### config.mk
export PLATFORM = sky130hd
export DESIGN_NAME = rbs_div_step
export DESIGN_NICKNAME = d
export VERILOG_FILES = /design/src/sv/rbs_pkg.sv /design/src/sv/rbs_div_step.sv
export SDC_FILE = /design/constraint.sdc
export NUM_CORES = 1
export LEC_CHECK = 0
export ABC_AREA = 1
export CORE_AREA = 2 2 638 640
export DETAILED_ROUTE_END_ITERATION = 12
export DIE_AREA = 0 0 640 642
export DONT_BUFFER_PORTS = 1
export SLEW_MARGIN = 0
export SYNTH_ARGS = -nofsm -noshare
export SYNTH_HDL_FRONTEND = slang
export SYNTH_SLANG_ARGS = --single-unit
### constraint.sdc
create_clock -name clk -period 25.9 [get_ports clk]
set_input_delay 2.59 -clock clk [delete_from_list [all_inputs] [get_ports clk]]
set_output_delay 2.59 -clock clk [all_outputs]
set_load 0.01 [all_outputs]
### src/sv/rbs_pkg.sv
// rbs_pkg: shared widths, config register codes and pipeline item types
// for the ray/box slab intersection pipeline; no dependencies
package rbs_pkg;

  localparam int CW  = 32;        // coordinate width
  localparam int FB  = 16;        // fraction bits, must not exceed CW
  localparam int NAX = 3;         // axes
  localparam int NLN = 2 * NAX;   // divider lanes, low and high edge per axis

  typedef logic [CW-1:0]        word_t;
  typedef logic signed [CW-1:0] sword_t;
  typedef logic [CW-2:0]        half_t;

  // configuration register indexes
  localparam logic CFG_BOX_HALF  = 1'b0;
  localparam logic CFG_BOX_VALID = 1'b1;

  localparam sword_t T_MIN = {1'b1, {(CW-1){1'b0}}};
  localparam sword_t T_MAX = {1'b0, {(CW-1){1'b1}}};

  // one divider lane in flight
  typedef struct packed {
    word_t r;     // partial remainder
    word_t n;     // dividend bits still to shift in
    word_t q;     // quotient so far
    word_t dm;    // divisor magnitude
    logic  neg;   // quotient sign
    logic  ovf;   // quotient at least 2^CW
  } lane_t;

  typedef struct packed {
    logic [NAX-1:0] zero_d;
    logic [NAX-1:0] outside;
    sword_t         md;
  } side_t;

  typedef struct packed {
    lane_t [NLN-1:0] lane;
    side_t           side;
  } div_item_t;

endpackage

### src/sv/rbs_div_step.sv
// rbs_div_step: one restoring division step on all six lanes, one
// register stage with handshake; depends on rbs_pkg
module rbs_div_step (
  input  logic               clk,
  input  logic               rst_n,
  input  logic               up_valid,
  output logic               up_ready,
  input  rbs_pkg::div_item_t up_item,
  output logic               dn_valid,
  input  logic               dn_ready,
  output rbs_pkg::div_item_t dn_item
);

  logic               v_r, ld;
  rbs_pkg::div_item_t item_r, item_nxt;

  assign ld       = !v_r || dn_ready;
  assign up_ready = ld;
  assign dn_valid = v_r;
  assign dn_item  = item_r;

  always_comb begin
    logic [rbs_pkg::CW:0] r2, diff;
    logic                 ge;
    item_nxt = up_item;
    for (int k = 0; k < rbs_pkg::NLN; k++) begin
      r2   = {up_item.lane[k].r, up_item.lane[k].n[rbs_pkg::CW-1]};
      diff = r2 - {1'b0, up_item.lane[k].dm};
      ge   = (r2 >= {1'b0, up_item.lane[k].dm});
      item_nxt.lane[k].r = ge ? diff[rbs_pkg::CW-1:0] : r2[rbs_pkg::CW-1:0];
      item_nxt.lane[k].n = {up_item.lane[k].n[rbs_pkg::CW-2:0], 1'b0};
      item_nxt.lane[k].q = {up_item.lane[k].q[rbs_pkg::CW-2:0], ge};
    end
  end

  always_ff @(posedge clk) begin
    if (!rst_n) begin
      v_r <= 1'b0;
    end else if (ld) begin
      v_r <= up_valid;
    end
    if (ld) item_r <= item_nxt;
  end

endmodule

==> metrics.txt <==
Max FO, Critical Path=73; WHS=0.9883 ns; main flop type after synthesis=edfxtp_1; worst path cell trace=inv_1, nand2_4, buf_4, buf_4, buf_4, buf_4, buf_4; asr flop ratio synth=0; Worst-path clk slew=0.06 ns; setup TNS=0 ns; DR vias=35130; FMAX=158.1 MHz; crit path buf inv count=6; simple logic cell fraction of the synthesized area=0.2512; Yosys top cell by area=edfxtp_1; wire length per cell=33.96 um; Iter 0 DRT Violations=3835; Post-synth EDFFs=812; Post-DRT Antenna Nets=0; slew margin rel.=0.2987; Port Buffers=0; DIE HEIGHT=roughly 640 um; Adder-Cell Fraction of Synth Area=0.05827; period utilization=0.2442; Final GP Congestion=0.9721; unrepaired setup endpoints after global routing=false; post-synthesis sequential area ratio=0.5637; synth unique cells=38; outcome=finished clean; initial core utilization=0.1071; total wire length=358800 um; gr ovfl total=0; worst skew pair latency=0.89 ns; worst min-delay path class=reg2reg; CP max stage cell=buf_4; Crit path largest cell delay=0.85 ns; critical path class=in2reg; pwr dens=75.20 nW/um2; CTS Hold Bufs=0; H-tree Lvls=3; share of cells above drive strength 1=0.06220; WP data required=~26 ns; core area=a little over 400000 um2; post-layout min period=6.324 ns; Clock Skews=0.06077 ns; Final Hold Fails=0; Pleak=0.02366 uW; fin. max-slew vios=0; Post-Syn Area=43290 um2; CTS Buf Count=114; DRC errors left=0; DIE AREA=410900 um2; DR vias/cell=3.325; P&R area growth vs syn=24.84%; Worst Tran Pin Value=1.050 ns; setup violators final=0; multiplexer share of the synthesized area=0; Detailed Routing Iterations Pass 1=8; Die X=640 um; CTS resizes=0; Post-Synth XOR/XNOR Area=0.01699; final setup margin=~20 ns; syn_area_per_cell=8.993 um2; # IOs=~1600; Synth Area in Compound Gates=0.01656; Clock Root Buffer=clkbuf_16; Yosys warning total=0; number of global-route vias before repair=31390; worst path arrival time=slightly below 7 ns; largest net degree at the start of global routing=93; nets@finish=5912; Crit. End Element=register; Bufs on Longest Clock Path=4; Crit path top cell by count=buf_4; total track usage=0.1680; Worst Hold Depth=1; DP HPWL=322100 um; Post-synth top cells=nand2_1 (1762), inv_1 (948), edfxtp_1 (812), nand3_1 (347), nor2_1 (237); pre-CTS setup slack=approximately 19 ns; main combinational cell family by area after synthesis=simple AND/OR/NAND/NOR gates; first-pass GRT wire length=between 400000 and 500000 um; row count=234; total clock sinks=813; FF-to-FF path depth=6; startpoint types=input pin; cell count after synthesis=approximately 4800; initial antenna violation count=around 390; Final Total Pwr=4064 uW; total of max-cap violations=0; Post-CTS Setup Repair Bufs=0; Worst path depth=7; top-count cell post-synth=nand2_1; Synth area leaders=edfxtp_1 (56%), nand2_1 (15%), inv_1 (8.2%), ha_1 (5.5%), nand3_1 (4.0%); post-synth top area share=0.5632; Peak VDD IR=0.04907 mV; Top Family by Delay on Critical Path=buffers and inverters; #FFs+latches synth=813; CTS tree=built
==> cell type report <==
type,count,area (um2)
diodes,153,382.9
clock buffers,125,2915
clock inverters,83,965.9
fillers,46030,350300
inverters,949,3562
multi-input cells,2997,14880
flip-flops and latches,813,24400
well taps,5428,6792
repair buffers,17,140.1
==> path summary, 6_finish.rpt <==
kind	slack, ns	from	end
max	19.58	dn_ready	dn_item[368]$_DFFE_PP_
min	0.99	dn_valid$_SDFFE_PN0P_	dn_item[201]$_DFFE_PP_
max reg2reg	20.91	dn_valid$_SDFFE_PN0P_	dn_item[368]$_DFFE_PP_
min reg2reg	0.99	dn_valid$_SDFFE_PN0P_	dn_item[201]$_DFFE_PP_
==> flip-flops by register name, indices dropped and copies added, names as in the netlist <==
register	flops
dn_item	812
dn_valid	1
==> routing by layer <==
metal  GRT usage  up-vias  routed length [um]
met5           0        -                1591
met2      0.2831     2266              168700
met1      0.1678    16250              117900
li1            -    15640                   -
met4     0.04887      240               12960
met3      0.1105      744               57630
==> placed cells by master (no fill, tap or decap), drive strengths merged, types with 9 or more instances in the layout <==
cell	Yosys	final
clkbuf	0	125
edfxtp	812	812
nand4	18	18
nand3b	32	32
ha	192	192
and2	30	30
buf	60	17
diode	0	153
bufinv	0	15
o21bai	9	9
nor3	48	48
o21ai	9	9
a21oi	117	117
inv	949	967
nand3	368	368
clkinvlp	0	14
clkinv	0	36
nand2	1809	1809
xor2	78	78
nor2	263	263
==> stage by stage <==
step / util / area (um2) / std cells
2_1_floorplan: - / 43310 / 4819
3_3_place_gp: 0.1231 / 49780 / 10200
3_5_place_dp: 0.1231 / 49780 / 10200
4_1_cts: 0.1327 / 53660 / 10410
5_1_grt: 0.1331 / 53820 / 10470
6_report: 0.1337 / 54040 / 10570
==> power breakdown <==
part	switching (uW)	total [uW]	internal (uW)
Sequential	277	1890	1610
Combinational	354	501	148
Clock	700	1670	971
Total	1330	4060	2730
==> worst reg2reg max path, stage by stage (launching register included) <==
cell	delay, ns
dfxtp_1	0.40
nand2_4	0.37
buf_4	0.62
buf_4	0.72
buf_4	0.76
buf_4	0.73
buf_4	0.95
==> cell families after synthesis <==
| group | count (synthesis) |
|---|---|
| other cells | 1 |
| fa+ha+maj | 198 |
| xor+xnor | 84 |
| buf+inv | 1009 |
| compound gates | 137 |
| flops | 813 |
| simple gates | 2572 |
(Power assumes the default switching activity.)
