$ cat src/sv/rbs_pkg.sv
// rbs_pkg: shared widths, config register codes and pipeline item types
// for the ray/box slab intersection pipeline; no dependencies
package rbs_pkg;

  localparam int CW  = 32;        // coordinate width
  localparam int FB  = 16;        // fraction bits, must not exceed CW
  localparam int NAX = 3;         // axes
  localparam int NLN = 2 * NAX;   // divider lanes, low and high edge per axis

  typedef logic [CW-1:0]        word_t;
  typedef logic signed [CW-1:0] sword_t;
  typedef logic [CW-2:0]        half_t;

  // configuration register indexes
  localparam logic CFG_BOX_HALF  = 1'b0;
  localparam logic CFG_BOX_VALID = 1'b1;

  localparam sword_t T_MIN = {1'b1, {(CW-1){1'b0}}};
  localparam sword_t T_MAX = {1'b0, {(CW-1){1'b1}}};

  // one divider lane in flight
  typedef struct packed {
    word_t r;     // partial remainder
    word_t n;     // dividend bits still to shift in
    word_t q;     // quotient so far
    word_t dm;    // divisor magnitude
    logic  neg;   // quotient sign
    logic  ovf;   // quotient at least 2^CW
  } lane_t;

  typedef struct packed {
    logic [NAX-1:0] zero_d;
    logic [NAX-1:0] outside;
    sword_t         md;
  } side_t;

  typedef struct packed {
    lane_t [NLN-1:0] lane;
    side_t           side;
  } div_item_t;

endpackage

$ cat src/sv/rbs_back.sv
// rbs_back: saturation, per-axis interval, interval reduction and hit
// decision with the output register; depends on rbs_pkg
module rbs_back (
  input  logic               clk,
  input  logic               rst_n,
  input  logic               up_valid,
  output logic               up_ready,
  input  rbs_pkg::div_item_t up_item,
  input  logic               box_valid,
  output logic               out_valid,
  input  logic               out_ready,
  output logic               out_hit,
  output rbs_pkg::sword_t    out_hit_dist
);

  logic                               s_v_r, f1_v_r, f2_v_r, o_v_r;
  logic                               s_ld, f1_ld, f2_ld, o_ld;
  rbs_pkg::sword_t [rbs_pkg::NLN-1:0] t_r, t_nxt;
  rbs_pkg::side_t                     side_r;
  rbs_pkg::sword_t [rbs_pkg::NAX-1:0] lo_r, hi_r, lo_nxt, hi_nxt;
  logic [rbs_pkg::NAX-1:0]            use_r;
  logic                               miss1_r, miss1_nxt;
  rbs_pkg::sword_t                    md1_r, md2_r;
  rbs_pkg::sword_t                    tmin_r, tmax_r, tmin_nxt, tmax_nxt;
  logic                               miss2_r;
  logic                               hit_r, hit_nxt;
  rbs_pkg::sword_t                    dist_r, dist_nxt;

  assign o_ld     = !o_v_r || out_ready;
  assign f2_ld    = !f2_v_r || o_ld;
  assign f1_ld    = !f1_v_r || f2_ld;
  assign s_ld     = !s_v_r || f1_ld;
  assign up_ready = s_ld;

  assign out_valid    = o_v_r;
  assign out_hit      = hit_r;
  assign out_hit_dist = dist_r;

  // saturate quotient magnitude and apply sign
  always_comb begin
    rbs_pkg::word_t lim, mag, ng;
    for (int k = 0; k < rbs_pkg::NLN; k++) begin
      lim = up_item.lane[k].neg ? rbs_pkg::word_t'(rbs_pkg::T_MIN)
                                : rbs_pkg::word_t'(rbs_pkg::T_MAX);
      mag = (up_item.lane[k].ovf || up_item.lane[k].q > lim) ? lim
                                                             : up_item.lane[k].q;
      ng  = ~mag + 1'b1;
      t_nxt[k] = up_item.lane[k].neg ? rbs_pkg::sword_t'(ng) : rbs_pkg::sword_t'(mag);
    end
  end

  // per-axis near/far ordering and zero-direction misses
  always_comb begin
    miss1_nxt = 1'b0;
    for (int a = 0; a < rbs_pkg::NAX; a++) begin
      lo_nxt[a] = (t_r[2*a] < t_r[2*a+1]) ? t_r[2*a] : t_r[2*a+1];
      hi_nxt[a] = (t_r[2*a] < t_r[2*a+1]) ? t_r[2*a+1] : t_r[2*a];
      if (side_r.zero_d[a] && side_r.outside[a]) miss1_nxt = 1'b1;
    end
  end

  // entry is the latest near distance, exit the earliest far distance
  always_comb begin
    tmin_nxt = rbs_pkg::T_MIN;
    tmax_nxt = rbs_pkg::T_MAX;
    for (int a = 0; a < rbs_pkg::NAX; a++) begin
      if (use_r[a] && lo_r[a] > tmin_nxt) tmin_nxt = lo_r[a];
      if (use_r[a] && hi_r[a] < tmax_nxt) tmax_nxt = hi_r[a];
    end
  end

  always_comb begin
    rbs_pkg::sword_t hd;
    logic            miss;
    hd   = (tmin_r >= 0) ? tmin_r : tmax_r;
    miss = miss2_r || !box_valid || (tmax_r < 0) || (tmin_r > tmax_r)
           || (tmin_r > md2_r) || (hd > md2_r);
    hit_nxt  = !miss;
    dist_nxt = miss ? '0 : hd;
  end

  always_ff @(posedge clk) begin
    if (!rst_n) begin
      s_v_r  <= 1'b0;
      f1_v_r <= 1'b0;
      f2_v_r <= 1'b0;
      o_v_r  <= 1'b0;
    end else begin
      if (s_ld)  s_v_r  <= up_valid;
      if (f1_ld) f1_v_r <= s_v_r;
      if (f2_ld) f2_v_r <= f1_v_r;
      if (o_ld)  o_v_r  <= f2_v_r;
    end
    if (s_ld) begin
      t_r    <= t_nxt;
      side_r <= up_item.side;
    end
    if (f1_ld) begin
      lo_r    <= lo_nxt;
      hi_r    <= hi_nxt;
      use_r   <= ~side_r.zero_d;
      miss1_r <= miss1_nxt;
      md1_r   <= side_r.md;
    end
    if (f2_ld) begin
      tmin_r  <= tmin_nxt;
      tmax_r  <= tmax_nxt;
      miss2_r <= miss1_r || (use_r == '0);
      md2_r   <= md1_r;
    end
    if (o_ld) begin
      hit_r  <= hit_nxt;
      dist_r <= dist_nxt;
    end
  end

endmodule
$ cat config.mk
export PLATFORM = sky130hd
export DESIGN_NAME = rbs_back
export DESIGN_NICKNAME = d
export VERILOG_FILES = /design/src/sv/rbs_pkg.sv /design/src/sv/rbs_back.sv
export SDC_FILE = /design/constraint.sdc
export NUM_CORES = 2
export LEC_CHECK = 0
export BUFFER_PORTS_ARGS = -buffer_cell sky130_fd_sc_hd__buf_2
export CAP_MARGIN = 30
export CELL_PAD_IN_SITES_DETAIL_PLACEMENT = 1
export CELL_PAD_IN_SITES_GLOBAL_PLACEMENT = 1
export CORE_AREA = 2 2 332 334
export DETAILED_ROUTE_END_ITERATION = 12
export DIE_AREA = 0 0 334 336
export GPL_ROUTABILITY_DRIVEN = 0
export PLACE_DENSITY_LB_ADDON = 0.1
export SYNTH_ARGS = -nofsm -noshare
export SYNTH_HDL_FRONTEND = slang
export SYNTH_SLANG_ARGS = --single-unit
$ cat constraint.sdc
create_clock -name clk -period 19.7 [get_ports clk]
set_input_delay 3.94 -clock clk [delete_from_list [all_inputs] [get_ports clk]]
set_output_delay 3.94 -clock clk [all_outputs]
set_load 0.02 [all_outputs]
==> impl_metrics.tcl <==
set metrics [dict create \
    outcome "finished clean" \
    netlist_area_mm2 0.04078 \
    yosysMostFrequentCell "edfxtp_1" \
    timing.final.ws_setup_ps 9408 \
    antenna_found_initial 41 \
    routedWlPerCell_um 23.08 \
    drc 0 \
    dp_hpwl_um 104800 \
    drt_first_iter_violations 1937 \
    ys_warn_count 0 \
    min_period_ps 10290 \
    die_w_um 334 \
    cts.root.buffer_cell "clkbuf_16" \
    vias 31221 \
    syn_area_per_cell_um2 10.51 \
    instances_no_fill 5627 \
    postCtsSetupBuffers 0 \
    critPathKind "primary input to register" \
    async_flop_share_pct 0 \
    die_h_um 336 \
    firstDrtPassIters 6 \
    path_max_fanout 64 \
    power.density_mw_per_mm2 103.1 \
    cp.required_ps 20040 \
    clkTransAtPathRegs_ps 60 \
    syn_nets 5218 \
    cts-resized-gates 0 \
    finalPower_mw 4.750 \
    nets 5472 \
    synth_common_cells "edfxtp_1 (588), ha_1 (513), a21oi_1 (306)" \
    end_kind "register" \
    fillCellCount 12036 \
    viasPerCell 5.548 \
    dp_cells 5478 \
    grt-ovfl-total 0 \
    yosysSeqAreaShare_pct 43.49 \
    design_area_mm2 0.04607 \
    grt_pass1_wl_um 193900 \
    cts_made_buffers 68 \
    cp.arrival_ps 10630 \
    dieArea_mm2 0.1122 \
    max_stage_delay_ps 670 \
    worstPathCellList "buf_2 -> buf_4 -> inv_1 -> ha_1 -> and3_1 -> nand4_1 -> nor3_1 -> o211ai_1 -> a21oi_1 -> nor4_1 -> a31o_2 -> nor2_1 -> a21oi_1 -> ha_1 -> nand2_1 -> or3_1 -> nand2b_1 -> or4_1 -> or3_1 -> nand2b_1 -> o31ai_1 -> xor2_1 -> a21oi_1" \
    cts_buffer_depth 3 \
    cts-htree-levels 3 \
    whs_ps 416.4 \
    fin_util_pct 42.50 \
    yosysTopAreaCell "edfxtp_1" \
    slowest_stage "a31o_2" \
    netlist.area_leader.share_pct 43.29 \
    slew_headroom_pct 24.83 \
    startpoint_type "primary input" \
    synthFlopType "edfxtp_1" \
    core_mm2 0.1084 \
    grt_pass1_vias 31665 \
    grt_use_total_pct 22.83 \
    hold_path_class "register to register" \
    clock-skew-final_ps 25.18 \
    portBuffers 281 \
    cp_num_buf_inv 3 \
    postCtsHoldBufs 0 \
    leakage_nw 19.56 \
    rows 121 \
    initial_utilization_pct 37.62 \
    ant_nets 0 \
    syn_to_final_growth_pct 12.96 \
    vdd_drop_max_mv 0.05335 \
    ioPinCount 858 \
    maxCapViolCount 0 \
    clk_latency_ps 630 \
    finalHoldViolCount 0 \
    path_common_cell "a21oi_1" \
    dpl_cell_area_mm2 0.04381 \
    syn_inst 3882 \
    cpLargestDelayFamily "simple AND/OR/NAND/NOR gates" \
    synth.distinct_cells 87 \
    dp_slack_ps 8890 \
    fin_tns_setup_ps 0 \
    finalCritPeriodShare_pct 52.24 \
    maxSlewViolCount 0 \
    routed_wl_um 129900 \
    fmax_ghz 0.09716 \
    synth-seq-cells 592 \
    synth-edff-count 588 \
    grt_max_degree 92 \
    rsz0062_at_grt "false" \
    post_route_cells_drive_above_1_share_pct 16.55 \
    worst_slew_pin_slew_ps 1116 \
    yosys-top-cells-area "edfxtp_1 (43%), ha_1 (16%), mux2_2 (6.3%), a21oi_1 (3.8%), o21ai_0 (2.9%)" \
    cts_tree "done" \
    setup_viol_count_final 0 \
    clkSinkCount 592 \
]
## power breakdown
part / internal (mW) / switching, mW / leakage [nW]
logic: 0.686 / 0.906 / 12.5
clock network: 0.719 / 0.526 / 1.04
registers: 1.68 / 0.237 / 6.03
total: 3.08 / 1.67 / 19.6
## routing by layer
layer | vias to the layer above | track usage, % | routed length, um
li1 | 15285 | - | -
met1 | 15285 | 30.11 | 58960
met2 | 503 | 38.59 | 61300
met3 | 122 | 5.531 | 7866
met4 | 26 | 3.575 | 1595
met5 | - | 0 | 163
## worst register-to-register path, cell delays in order, from the launching register on
cell       delay, ps
edfxtp_1         450
nor4_1           460
nand4_1          150
o21a_1           570
nor2b_1          340
ha_1             350
nand4_1          150
nor3_1           420
and4_1           310
and4_1           320
a221oi_1         150
mux2i_1          180
a211oi_4         230
buf_4            530
nor2_1           120
a21oi_1          750
ha_1             270
nand4_1           80
nor2_1           150
nand4_1          110
or4_1            590
a21oi_1          270
a211oi_1         150
o2111ai_4        330
buf_4            500
mux2_2           450
## area by class of cell
class | instances | area (um^2) | share of cell area [%]
Multi-Input combinational cell | 2873 | 21560 | 46.80
Sequential cell | 592 | 17740 | 38.50
Tap cell | 1414 | 1769 | 3.840
Clock buffer | 80 | 1747 | 3.791
Timing Repair Buffer | 317 | 1700 | 3.691
Inverter | 284 | 1074 | 2.330
Clock inverter | 41 | 419.2 | 0.9098
Antenna cell | 26 | 65.06 | 0.1412
## worst paths after layout
check,cells after the start,from,to,slack (ps)
min,0,md1_r[25],md2_r[25],420
max,23,up_item[689],t_r[190],9410
max reg2reg,25,lo_r[25],tmin_r[0],11080
min reg2reg,0,md1_r[25],md2_r[25],420
## sequential cells by signal, indices dropped and copies added (netlist names), 3 cells and up
register and count:
t_r 192, tmin_r 32, out_hit_dist 32, lo_r 96, tmax_r 32, md1_r 32
use_r 3, hi_r 96, side_r 38, md2_r 32
## layout by cell type (no fill, tap or decap), types with 23 or more instances in the layout
cell type / synthesis / routed
a211oi_1: 38 / 37
a21o_1: 124 / 124
a21oi_1: 306 / 306
a31oi_1: 42 / 42
buf_2: 5 / 281
buf_4: 0 / 33
clkbuf_16: 0 / 68
diode_2: 0 / 26
edfxtp_1: 588 / 588
ha_1: 513 / 513
inv_1: 281 / 280
mux2_2: 227 / 227
mux2i_1: 85 / 83
nand2_1: 235 / 233
nand2b_1: 32 / 32
nand3_1: 76 / 76
nand4_1: 91 / 91
nor2_1: 244 / 244
nor2b_1: 74 / 74
nor3_1: 89 / 89
nor4_1: 47 / 47
o21a_1: 38 / 38
o21ai_0: 239 / 239
o22ai_1: 23 / 23
or3_1: 39 / 39
xor2_1: 29 / 29
## cell families after synthesis
family                   synth area share [%]
multiplexers                            8.354
AND/OR/NAND/NOR                         13.04
buffers and inverters                   3.853
AO/OA/AOI/OAI                           14.80
XOR/XNOR                               0.7087
other                                0.009195
flip-flops                              43.49
adder cells (fa/ha/maj)                 15.74
(Power assumes the default switching activity.)
